<file path="config.mk">
export PLATFORM = sky130hd
export DESIGN_NAME = plp_ctrl
export DESIGN_NICKNAME = d
export VERILOG_FILES = /design/src/hw/rtl/plp_pkg.sv /design/src/hw/rtl/plp_ctrl.sv
export SDC_FILE = /design/constraint.sdc
export NUM_CORES = 1
export LEC_CHECK = 0
export ABC_AREA = 0
export BUFFER_PORTS_ARGS = -buffer_cell sky130_fd_sc_hd__buf_2
export CAP_MARGIN = 0
export CORE_AREA = 2 2 39 41
export DETAILED_ROUTE_END_ITERATION = 10
export DIE_AREA = 0 0 41 43
export PLACE_DENSITY = 0.57
export SETUP_SLACK_MARGIN = 0.15
export SYNTH_ARGS = -nofsm -noshare
export SYNTH_HDL_FRONTEND = slang
export SYNTH_SLANG_ARGS = --single-unit
</file>
<file path="constraint.sdc">
create_clock -name clk -period 1.7 [get_ports clk]
set_input_delay 0 -clock clk [delete_from_list [all_inputs] [get_ports clk]]
set_output_delay 0 -clock clk [all_outputs]
set_load 0.01 [all_outputs]
</file>
<file path="src/hw/rtl/plp_pkg.sv">
`default_nettype none
package plp_pkg;
  localparam int unsigned MaxPoints = 16;
  localparam int unsigned RegCount = 7;
  localparam int unsigned AddrW = 5;

  localparam logic [2:0] RegWeight = 3'd0;
  localparam logic [2:0] RegCutoff = 3'd1;
  localparam logic [2:0] RegSign = 3'd2;
  localparam logic [2:0] RegNpts = 3'd3;
  localparam logic [2:0] RegSeep = 3'd4;
  localparam logic [2:0] RegFixVal = 3'd5;
  localparam logic [2:0] RegFixGiv = 3'd6;

  localparam logic [1:0] ActLeave = 2'd0;
  localparam logic [1:0] ActFix = 2'd1;
  localparam logic [1:0] ActFree = 2'd2;

  typedef enum logic [3:0] {
    S_IDLE, S_SRCH, S_RD0, S_RD1, S_RDW, S_DIV, S_MUL1, S_ML1, S_MH1, S_HGT,
    S_MUL2, S_ML2, S_MH2, S_PRD, S_FIN, S_OUT
  } plp_state_t;

  typedef struct packed {
    logic load;
    logic srch_start;
    logic srch_step;
    logic rd_lo;
    logic rd_hi;
    logic div_start;
    logic div_step;
    logic mul1;
    logic mul_lo;
    logic mul_hi;
    logic hgt;
    logic mul2;
    logic prd;
    logic fin;
    logic out_set;
  } plp_cmd_t;

  typedef struct packed {
    logic srch_done;
    logic div_done;
  } plp_sts_t;

  // (a*b)>>16 on magnitudes, saturated to 2^60
  function automatic logic signed [63:0] mag_fix(input logic neg, input logic [127:0] prod);
    logic [111:0] r;
    logic [63:0] m;
    begin
      r = prod[127:16];
      if (r > 112'(64'h1000_0000_0000_0000)) m = 64'h1000_0000_0000_0000;
      else m = r[63:0];
      mag_fix = neg ? -$signed(m) : $signed(m);
    end
  endfunction
endpackage
`default_nettype wire

</file>
<file path="src/hw/rtl/plp_ctrl.sv">
`default_nettype none
module plp_ctrl (
  input  wire logic clk,
  input  wire logic rst,
  input  wire logic in_fire,
  input  wire logic in_eval,
  input  wire logic out_fire,
  input  wire plp_pkg::plp_sts_t sts,
  output plp_pkg::plp_cmd_t cmd,
  output logic busy
);
  import plp_pkg::*;
  plp_state_t state, state_next;

  always_ff @(posedge clk) begin
    if (rst) state <= S_IDLE;
    else state <= state_next;
  end

  // sequence one request: a write goes straight to output, an evaluate runs through search, divide, two split products
  always_comb begin
    state_next = state;
    unique case (state)
      S_IDLE: if (in_fire) state_next = in_eval ? S_SRCH : S_OUT;
      S_SRCH: if (sts.srch_done) state_next = S_RD0;
      S_RD0: state_next = S_RD1;
      S_RD1: state_next = S_RDW;
      S_RDW: state_next = S_DIV;
      S_DIV: if (sts.div_done) state_next = S_MUL1;
      S_MUL1: state_next = S_ML1;
      S_ML1: state_next = S_MH1;
      S_MH1: state_next = S_HGT;
      S_HGT: state_next = S_MUL2;
      S_MUL2: state_next = S_ML2;
      S_ML2: state_next = S_MH2;
      S_MH2: state_next = S_PRD;
      S_PRD: state_next = S_FIN;
      S_FIN: state_next = S_OUT;
      S_OUT: if (out_fire) state_next = S_IDLE;
      default: state_next = S_IDLE;
    endcase
  end

  always_comb begin
    cmd = '0;
    busy = (state != S_IDLE);
    unique case (state) inside
      S_IDLE: begin
        cmd.load = in_fire;
        cmd.srch_start = in_fire;
        cmd.out_set = in_fire && !in_eval;
      end
      S_SRCH: cmd.srch_step = 1'b1;
      S_RD0: cmd.rd_lo = 1'b1;
      S_RD1: cmd.rd_hi = 1'b1;
      S_RDW: cmd.div_start = 1'b1;
      S_DIV: cmd.div_step = 1'b1;
      S_MUL1: cmd.mul1 = 1'b1;
      S_ML1, S_ML2: cmd.mul_lo = 1'b1;
      S_MH1, S_MH2: cmd.mul_hi = 1'b1;
      S_HGT: cmd.hgt = 1'b1;
      S_MUL2: cmd.mul2 = 1'b1;
      S_PRD: cmd.prd = 1'b1;
      S_FIN: begin
        cmd.fin = 1'b1;
        cmd.out_set = 1'b1;
      end
      S_OUT: ;
      default: cmd = '0;
    endcase
  end
endmodule
`default_nettype wire

</file>
==> Word level (Yosys, flattened, before mapping) <==
Index checks and enable logic that the tools add are counted.
{ "word_totals": {"register_bits": 4, "elab_cells": 47, "n_memories": 0, "inputBits": 7, "latchBits": 0, "mem_bits_ro": 0, "ramBits": 0, "out_inout_bits": 16} }
{ "op_classes": {"n_eq_ne": 19, "mul": 0, "div_mod_pow": 0, "magnitude_cmp": 0, "mux": 20, "shift": 0, "n_reduce_logical": 7, "add_sub_neg": 0, "bitwise_logic": 0} }
{ "ops": {"columns": ["op", "count"], "rows": [
  ["4-bit case mux with 16 select lines", 1],
  ["4-bit == test (second input constant)", 8],
  ["4-bit two-way mux", 5],
  ["4-bit by 3-bit == test with 1-bit output (second input constant)", 4],
  ["1-bit two-way mux", 12],
  ["4-bit by 2-bit == test with 1-bit output (second input constant)", 2],
  ["2-bit != test (second input constant)", 4],
  ["4-bit by 1-bit == test with 1-bit output (second input constant)", 1],
  ["4-bit logical NOT", 1],
  ["4-bit AND reduction", 1],
  ["4-bit nonzero test", 1],
  ["2-bit OR reduction", 2],
  ["2-bit two-way mux", 1],
  ["1-bit case mux with 2 select lines", 1],
  ["1-bit logical AND", 1],
  ["1-bit logical NOT", 1]
]} }

==> Longest topological paths before layout <==
Gate-level depths: netlist of run 1.
{ "depth": {"depth_word": 3, "ltp_mapped": 4, "depth_no_buf": 4} }

==> Least setup slack after synthesis of run 1 <==
OpenSTA, ideal clock, no wires.
{ "synth_timing": {"path_type": "flip-flop to flip-flop", "start": "reg state[2]", "end": "reg state[1]", "arrival_time_ns": 1.058, "path_stages_with_launch": 5, "path_buffers": 1, "slack_ns": 0.522, "required_ns": 1.580, "synth_period_minus_slack_ns": 1.178, "cell_sequence": "dfxtp_1 -> buf_2 -> o41ai_2 -> nor3_1 -> o31a_1"} }
{ "synth_between": {"elab_chain_len": 3, "word_cells_on_any_way": 22, "classes_between": "eq/ne (19); mux (1); reduce/logical (2)"} }
{ "synth_rtl": {"columns": ["item", "line", "source"], "rows": [
  ["start, declared", "plp_ctrl.sv:13", "plp_state_t state, state_next;"],
  ["start signal, assigned", "plp_ctrl.sv:17", "else state <= state_next;"],
  ["4-bit by 1-bit == test with 1-bit output (tied with other cells)", "plp_ctrl.sv:23", "unique case (state)"],
  ["2-bit != test (no line)", null, null],
  ["4-bit AND reduction (no line)", null, null]
]} }
Parallel ways exist; a longest one is shown, timed or not.
A chain may end at the register's enable or synchronous reset.

==> summary.txt, run 1 <==
Global route
  – Met3 Use GR: 0.0576
  – Gr usage total: 0.124
  – Met1 Use GR: 0.171
  – Met2 usage: 0.166
  – Largest net degree at the start of global routing: 16
  – Grt ovf: 0
  – Initial antenna violation count: 0
  – GRT busiest layer: met1
  – Vias in the first global route: ~350
  – First-pass GRT wire length: 1.52 mm

Floorplan
  – Width of the die: just over 40 um
  – Die H: ~43 um
  – I/O pin cnt: 23
  – Placement Rows: 14
  – Core box area: around 1400 um^2
  – Die ar.: approximately 1800 um^2
  – Initial Util: 0.270

Synth
  – Synth unique cells: 22
  – Syn Inst Count: between 40 and 50
  – Syn_area_per_cell: around 7.6 um^2
  – Synth Cell Area: roughly 370 um^2
  – Synth async-reset ratio: 0
  – EDFF count, synth: 0
  – Seq/Total Area, Yosys: 0.214
  – Ys flop type: dfxtp_1
  – Synthesized Nets: 56
  – Post-synth top area cell: dfxtp_1
  – Post-synthesis register bit count: 4
  – Area fraction of the dominant cell type after synthesis: 0.214
  – Largest cells by area after synthesis: dfxtp_1 21%, nor3_1 9.4%, nand2b_1 8.4%
  – Yosys warning count: 0
  – Most instantiated cells after synthesis: 7 x nor2_1, 7 x nor3_1, 5 x nand2b_1

Final layout
  – Antenna cells: 0
  – Max reg flops: 4
  – Layout cell share with drive strength beyond 1: 0.457
  – Layout area overhead: 36.5%
  – Filler instances: roughly 150
  – Final layout net count: around 80
  – Registers with the most flip-flops: state x4
  – Biggest register: state
  – Finished Layout Cells: 86

Power
  – LEAKAGE: between 0.2 and 0.3 nW
  – PD cells: between 1000 and 1500 nW/um^2
  – Worst VDD drop: 0.537 mV
  – Pwr Total: about 530 uW

CTS
  – Clock root buffer master: clkbuf_4
  – Clk slew on worst S/H paths: approximately 0.030 ns
  – TritonCTS clock tree: yes
  – CTS Sinks: 4
  – Num CTS Buffers: 3
  – Clock buffer depth: 2
  – H-tree depth: 1
  – Worst-skew pair later-pin latency: around 0.24 ns

Worst setup path
  – Crit path kind: flop to output port
  – Startpoint Class: flop
  – Crit path DAT: ~1.4 ns
  – Worst EP required: between 1.5 and 2 ns
  – Largest fanout on the critical path: 15
  – Crit. End Element: output port

Timing
  – Fin. max-slew vios: 0
  – Hold_ws: about 0.08 ns
  – Fmax: approximately 720 MHz
  – Setup TNS: 0 ns
  – Measured slew at the worst slew-check pin: approximately 0.45 ns
  – Endpoints failing setup: 0
  – Max-slew headroom: 0.702
  – Final Skew: roughly 0.0028 ns
  – Tmin final: roughly 1.4 ns
  – Final Hold Viols: 0
  – RSZ-0062 raised after global routing: false
  – Final Cycle Share: 0.815

Placement
  – PortBufs: 22
  – Dpl cells: 82
  – RePlAce Congestion: 0.745
  – Post-DP HPWL: between 600 and 700 um

Routing
  – DR iter-0 viols: 1
  – Final ANT Viol Nets: 0
  – Vias: 423
  – Wire length per cell: between 10 and 15 um
  – Vias per cell: between 4 and 5
  – Residual DRC: 0
  – WL final: slightly below 900 um
  – Total iterations of the first detailed-routing run: 2

Job
  – Number of max-cap violations: 0

Hold path
  – Hold WC Path Type: input port to flop

Status
  – Status: completed
-- layout make-up --
class,instances,area [um^2],area share
Timing Repair Buffer,23,120,0.235
Tap cell,16,20.0,0.0392
Inverter,1,3.75,0.00735
Clock buffer,3,22.5,0.0441
Sequential cell,4,83.8,0.164
Multi-Input combinational cell,39,260,0.510
-- per-layer routing --
layer	part of all wire	vias to the layer above	routed length, um
met2	0.47	10	410
met3	0.076	0	67
li1	-	220	-
met5	0	-	0
met1	0.45	193	398
met4	0	0	0
-- placed cells by master, fill, tap and decap left out --
cell type / netlist / routed
nor4_4: 1 / 1
and2_1: 1 / 1
and4b_1: 1 / 1
o21ai_0: 1 / 1
nor3_1: 7 / 7
nor3b_2: 1 / 1
a21oi_1: 1 / 1
nor4b_1: 1 / 1
buf_2: 3 / 22
a221oi_1: 1 / 1
a31oi_1: 2 / 2
dlygate4sd3_1: 0 / 1
dfxtp_2: 0 / 3
inv_2: 1 / 1
o41ai_2: 1 / 1
and3_1: 2 / 2
nand3b_1: 2 / 2
clkbuf_4: 0 / 3
nand2b_1: 5 / 5
xor2_1: 1 / 1
nand2_1: 2 / 2
dfxtp_1: 4 / 1
o31a_1: 2 / 2
nor2_1: 7 / 7
-- cell families (layout without fill, tap and decap cells) --
group                     Yosys count  in the layout  synth area share
and+or+nand+nor                    30             30             0.498
AOI/OAI and AO/OA                   8              8             0.174
buffers and inverters               6             27            0.0903
DFF                                 4              4             0.214
xor gates and xnor gates            1              1            0.0234
-- metrics by stage --
| stage | util | instance area (um^2) | setup WS (ns) |
|---|---|---|---|
| global placement | 0.343 | 474 | 0.300 |
| finish | 0.369 | 510 | 0.314 |
| CTS | 0.366 | 507 | 0.191 |
| global route | 0.369 | 510 | 0.215 |
| detailed placement | 0.343 | 474 | 0.310 |
| floorplan | - | 374 | 0.522 |
-- report_power, final --
| part | leakage (nW) | switching, mW | internal, mW | total (mW) |
|---|---|---|---|---|
| Clock | 0.0138 | 0.0395 | 0.0790 | 0.119 |
| Combinational | 0.203 | 0.107 | 0.107 | 0.214 |
| Sequential | 0.0342 | 0.0753 | 0.117 | 0.193 |
| Total | 0.251 | 0.222 | 0.303 | 0.525 |
-- worst max-delay path: stages (launching register included) --
cell and delay [ns]:
dfxtp_2 0.40, nor4_4 0.34, nand3b_1 0.16, o21ai_0 0.10, buf_2 0.15
-- timing repair --
action / CTS / global route
hold buffers: 1 / 0
endpoints found under the setup margin: 0 / 1
resized for setup: 0 / 3
endpoints found under the hold margin: 2 / 0
buffers inserted: 0 / 0
-- final timing paths --
kind	start	end	slack, ns	cells past startpoint
setup / recovery	state[3]	cmd[0]	0.31	4
hold / removal	out_fire	state[2]	0.08	3
setup reg to reg	state[3]	state[3]	0.42	4
hold reg to reg	state[3]	state[2]	0.62	2
No activity file was read; power rests on OpenSTA's default activity.
==> run 2, diff against run 1 <==
--- a/config.mk
+++ b/config.mk
@@ -11,7 +11,7 @@
 export CORE_AREA = 2 2 39 41
 export DETAILED_ROUTE_END_ITERATION = 10
 export DIE_AREA = 0 0 41 43
-export PLACE_DENSITY = 0.57
+export PLACE_DENSITY = 0.59
 export SETUP_SLACK_MARGIN = 0.15
 export SYNTH_ARGS = -nofsm -noshare
 export SYNTH_HDL_FRONTEND = slang
==> constraint.sdc (replaced) <==
create_clock -name clk -period 1.2 [get_ports clk]
set_input_delay 0 -clock clk [delete_from_list [all_inputs] [get_ports clk]]
set_output_delay 0 -clock clk [all_outputs]
set_load 0.01 [all_outputs]
==> run 2 against run 1 <==
Combinational power increased to 3.7 times the previous value. Largest cell class unchanged. Register-to-register slack got worse by 0.53 ns. Flip-flop and latch count stayed put. The run now ends with negative setup slack left. Setup slack got worse by 0.43 ns. Wire length is 60% higher. Non-clock buffer count is 16 higher. Critical path depth increased by 1.
==> summary.txt, run 2 (synthesized netlist as in run 1, its figures left out) <==
Status
  – Status: complete, but fails checks
  – Failing checks: negative setup slack

Global route
  – Vias in the first global route: 448
  – Initial antenna violation count: 0
  – First-pass GRT wire length: between 2 and 2.5 mm
  – Gr usage total: 0.177
  – Grt ovf: 0
  – Largest net degree at the start of global routing: 9

Worst setup path
  – Crit path kind: flop to output port
  – Reg-to-Reg Start: state[1]
  – Worst R2R End: state[1]
  – Kind of cell adding the most delay to the critical path: buffers and inverters
  – Crit path DAT: approximately 1.3 ns
  – Reg-to-reg slack, setup: -0.11 ns
  – Startpoint Class: flop
  – Largest fanout on the critical path: 4
  – Critical path cell sequence: buf_4, buf_6, nand2b_4, nor3_2, buf_2
  – CP peak stage delay: around 0.36 ns
  – Register-to-Register Path Depth: 5
  – Crit. End Element: output port
  – WP buf/inv: 3
  – Worst EP required: approximately 1.2 ns
  – Slowest-stage cell, CP: dfxtp_4

Final layout
  – Max reg flops: 4
  – Most common cell after layout, fill and taps aside: buf_2
  – Registers with the most flip-flops: state x4
  – Layout cell share with drive strength beyond 1: 0.744
  – Filler instances: 125
  – Biggest register: state
  – Layout area overhead: 111%
  – Sequential Area: 95.1 um^2
  – Final layout net count: between 90 and 100
  – Antenna cells: 0
  – Commonest cells after routing, fill and taps aside: 20 x buf_2, 9 x buf_4, 7 x buf_6, 5 x nor3_2
  – Multi-input gate area: 355 um^2

Timing
  – Hold_ws: 0.0733 ns
  – Max-slew headroom: 0.770
  – Final Cycle Share: 1.10
  – Tmin final: about 1.3 ns
  – Setup WS post-layout: -0.115 ns
  – Setup TNS: -0.704 ns
  – Measured slew at the worst slew-check pin: between 0.3 and 0.4 ns
  – Final Hold Viols: 0
  – RSZ-0062 raised after global routing: true
  – Final Skew: 0.000728 ns
  – Fin. max-slew vios: 0
  – Endpoints failing setup: 16
  – Fmax: about 760 MHz

Power
  – Clk network pwr share: 0.142
  – Register share of total power: 0.188
  – LEAKAGE: roughly 0.38 nW
  – Switch Pwr: between 400 and 500 uW
  – Worst VDD drop: between 0.8 and 0.9 mV
  – Switching Share: 0.395
  – Gate power share: 0.670
  – PD cells: between 1000 and 1500 nW/um^2
  – P_int: just over 700 uW
  – Pwr Total: about 1.2 mW

Placement
  – Post-DP HPWL: 685 um
  – RePlAce Congestion: about 0.80
  – PortBufs: 22

Hold path
  – Hold WC Path Type: input port to flop
  – Worst Hold Path EP: state[0]
  – Hold_sp: in_fire
  – Hold Crit Depth: 3

Routing
  – Vias per cell: just over 5
  – Final ANT Viol Nets: 0
  – Met1 WL: a little under 600 um
  – Total iterations of the first detailed-routing run: 4
  – Residual DRC: 0
  – Wire length per cell: around 14 um
  – Met2 wire len: just over 700 um
  – Met3 wire length: roughly 54 um
  – DR top layer: met4
  – WL final: 1.40 mm
  – Vias: between 500 and 600
  – DR iter-0 viols: 8

Floorplan
  – Width of the die: between 40 and 50 um
  – Placement Rows: 14
  – I/O pin cnt: 23
  – Die ar.: 1760 um^2
  – Initial Util: 0.270
  – Die H: 43 um
  – Core box area: roughly 1400 um^2

Job
  – Number of max-cap violations: 0

CTS
  – H-tree depth: 1
  – TritonCTS clock tree: yes
  – Num CTS Buffers: 3
  – Clk slew on worst S/H paths: 0.04 ns
  – Worst-skew pair later-pin latency: 0.24 ns
  – Clock buffer depth: 2
  – Clock root buffer master: clkbuf_4
  – CTS Sinks: 4
-- run 2: cell count changes in the layout (fill, tap and decap cells not counted), sizes merged --
cell | before | now
buf | 22 | 38
-- run 2: worst register-to-register path: cells and delay by family (launching register included) --
kind,cells,cell delay (ns)
flip-flops,1,0.36
AND/OR/NAND/NOR,2,0.50
AO/OA/AOI/OAI,1,0.17
buffers and inverters,2,0.21
-- run 2: timing repair --
item / 4_1_cts / 5_1_grt
pin swaps: 3 / 9
hold endpoints to repair: 2 / 0
cloned: 1 / 0
resized for setup: 25 / 11
endpoints found under the setup margin: 20 / 20
hold buffers: 1 / 0
setup buffers: 8 / 3
-- run 2: stage by stage --
step / instance area [um^2] / setup WS [ns] / instances / utilization
finish: 791 / -0.115 / 102 / 0.571
global route: 791 / -0.236 / 102 / 0.571
CTS: 707 / -0.0855 / 99 / 0.511
detailed placement: 508 / 0.00882 / 86 / 0.367
global placement: 508 / 0.0152 / 86 / 0.367
floorplan: 384 / 0.109 / 49 / -
-- run 2: power groups by stage --
stage	clock network [mW]	logic (mW)	registers, mW
5_1_grt	0.178	0.842	0.226
4_1_cts	0.174	0.658	0.218
3_5_place_dp	0	0.398	0.222
3_3_place_gp	0	0.397	0.222
6_report	0.167	0.789	0.222
2_1_floorplan	0	0.299	0.205
-- run 2: final cells by class --
cell class,instances,area share
Tap cell,16,0.0253
Clock buffer,3,0.0285
Inverter,1,0.00791
Sequential cell,4,0.120
Multi-Input combinational cell,39,0.449
Timing Repair Buffer,39,0.369
-- run 2: how the worst max path moves through the flow --
stage          startpoint       end  slack [ns]  depth (start not counted)
6_report         state[1]    cmd[9]       -0.12                          5
4_1_cts          state[1]    cmd[0]       -0.09                          4
5_1_grt          state[1]    cmd[0]       -0.24                          4
3_3_place_gp     state[1]  state[1]        0.02                          3
2_1_floorplan    state[3]  state[1]        0.11                          3
3_5_place_dp     state[1]  state[1]       0.009                          3
-- run 2: per-layer routing --
layer | vias up | GRT usage
met5 | - | 0
met4 | 0 | 0.0933
met3 | 4 | 0.0524
met2 | 10 | 0.253
met1 | 254 | 0.229
li1 | 256 | -
==> run 3, diff against run 2 <==
--- a/config.mk
+++ b/config.mk
@@ -13,6 +13,7 @@
 export DIE_AREA = 0 0 41 43
 export PLACE_DENSITY = 0.59
 export SETUP_SLACK_MARGIN = 0.15
+export SKIP_CTS_REPAIR_TIMING = 1
 export SYNTH_ARGS = -nofsm -noshare
 export SYNTH_HDL_FRONTEND = slang
 export SYNTH_SLANG_ARGS = --single-unit
==> constraint.sdc (replaced) <==
create_clock -name clk -period 1.1 [get_ports clk]
set_input_delay 0 -clock clk [delete_from_list [all_inputs] [get_ports clk]]
set_output_delay 0 -clock clk [all_outputs]
set_load 0.01 [all_outputs]
==> run 3 against run 2 <==
The flow still finishes with violations (negative setup slack). Sequential share of layout area is 0.11 points lower. Combinational power is 3.0% higher. Core utilization is 0.54 points higher. Critical path depth is 1 lower. Final cell count stayed put. Worst hold slack better by 0.014 ns. Power is 5.4% higher. Critical path type unchanged. Largest cell class unchanged. Largest power group unchanged.
==> summary.txt, run 3 (synthesized netlist as in run 1, its figures left out) <==
Global route
  – Grt ovf: 0
  – Vias in the first global route: around 370
  – Initial antenna violation count: 0
  – Largest net degree at the start of global routing: 12
  – Gr usage total: 0.119
  – First-pass GRT wire length: around 1.4 mm

Status
  – Failing checks: negative setup slack
  – Status: complete, but fails checks

Timing
  – Final Hold Viols: 0
  – Fmax: ~760 MHz
  – RSZ-0062 raised after global routing: true
  – Measured slew at the worst slew-check pin: roughly 0.27 ns
  – Fin. max-slew vios: 0
  – Endpoints failing setup: 19
  – Hold_ws: 0.0873 ns
  – Max-slew headroom: 0.818
  – Final Cycle Share: 1.20
  – Final Skew: between 0.002 and 0.003 ns
  – Tmin final: around 1.3 ns
  – Setup WS post-layout: -0.219 ns
  – Setup TNS: -1.88 ns

Floorplan
  – Initial Util: 0.270
  – Die ar.: between 1500 and 2000 um^2
  – Width of the die: 41 um
  – Placement Rows: 14
  – I/O pin cnt: 23
  – Core box area: roughly 1400 um^2
  – Die H: between 40 and 50 um

Worst setup path
  – Reg-to-reg slack, setup: -0.13 ns
  – Worst EP required: approximately 1.1 ns
  – Crit. End Element: output port
  – Setup crit end: cmd[0]
  – Register-to-Register Path Depth: 4
  – Crit path kind: flop to output port
  – Startpoint Class: flop
  – Crit path DAT: 1.32 ns
  – Reg-to-Reg Start: state[2]
  – Worst R2R End: state[1]
  – Crit path launch: state[1]
  – Largest fanout on the critical path: 5

Final layout
  – Layout cell share with drive strength beyond 1: 0.744
  – Commonest cells after routing, fill and taps aside: 22 x buf_2, 7 x buf_4, 6 x nor3_2, 5 x nor2_1, 5 x buf_6
  – Final layout net count: 95
  – Multi-input gate area: between 300 and 400 um^2
  – Max reg flops: 4
  – Antenna cells: 0
  – Most common cell after layout, fill and taps aside: buf_2
  – Registers with the most flip-flops: state x4
  – Biggest register: state
  – Finished Layout Cells: ~100
  – Layout area overhead: 113%
  – Sequential Area: about 95 um^2
  – Filler instances: 119

Power
  – Pwr Total: roughly 1.2 mW
  – PD cells: around 1600 nW/um^2
  – Worst VDD drop: 0.754 mV
  – LEAKAGE: just over 0.4 nW

Placement
  – Post-place setup slack: -0.137 ns
  – PortBufs: 22
  – RePlAce Congestion: roughly 0.73
  – Dpl cells: between 80 and 90
  – Post-DP HPWL: 777 um

CTS
  – Num CTS Buffers: 3
  – Worst-skew pair later-pin latency: 0.23 ns
  – TritonCTS clock tree: yes
  – CTS Sinks: 4
  – Clk slew on worst S/H paths: about 0.030 ns
  – Clock buffer depth: 2
  – Clock root buffer master: clkbuf_4
  – H-tree depth: 1

Routing
  – Residual DRC: 0
  – Final ANT Viol Nets: 0
  – DR iter-0 viols: 8
  – Vias per cell: 5.06
  – Vias: between 500 and 600
  – WL final: ~1.4 mm
  – Wire length per cell: ~13 um
  – Total iterations of the first detailed-routing run: 2

Hold path
  – Hold_sp: in_fire
  – Hold WC Path Type: input port to flop

Job
  – Number of max-cap violations: 0
-- run 3: area by class of cell --
| type | count | area share |
|---|---|---|
| tap | 16 | 0.0251 |
| multi-input combinational | 39 | 0.448 |
| sequential | 4 | 0.119 |
| timing repair buffer | 39 | 0.375 |
| clock buffer | 3 | 0.0282 |
| inverter | 1 | 0.00470 |
-- run 3: report_power, final --
| group | switching, mW | total, mW | internal [mW] | leakage, nW |
|---|---|---|---|---|
| Sequential | 0.0633 | 0.253 | 0.190 | 0.0356 |
| Clock | 0.0532 | 0.175 | 0.121 | 0.0138 |
| Combinational | 0.369 | 0.813 | 0.444 | 0.356 |
-- run 3: worst max-delay path: stages, from the launching register on --
cell and delay [ns]:
dfxtp_4 0.36, nor4_4 0.33, nand3b_1 0.15, o21ai_1 0.10, buf_2 0.14
-- run 3: worst min-delay path by stage --
| stage | to | slack, ns | depth (start not counted) |
|---|---|---|---|
| floorplan | state[2] | 0.07 | 1 |
| global placement | state[2] | 0.24 | 2 |
| detailed placement | state[2] | 0.23 | 2 |
| CTS | state[2] | -0.02 | 2 |
| global route | state[0] | 0.10 | 3 |
| finish | state[0] | 0.09 | 3 |
-- run 3: stage by stage --
step | util | cell area (um^2)
2_1_floorplan | - | 402
3_3_place_gp | 0.383 | 531
3_5_place_dp | 0.383 | 531
4_1_cts | 0.400 | 553
5_1_grt | 0.577 | 798
6_report | 0.577 | 798
-- run 3: per-layer routing --
| layer | part of all wire | vias up | global-route usage | routed length (um) |
|---|---|---|---|---|
| met5 | 0 | - | 0 | 0 |
| met1 | 0.44 | 257 | 0.154 | 595 |
| met2 | 0.54 | 6 | 0.166 | 736 |
| met4 | 0 | 0 | 0.0800 | 0 |
| met3 | 0.021 | 0 | 0.0314 | 28 |
| li1 | - | 253 | - | - |
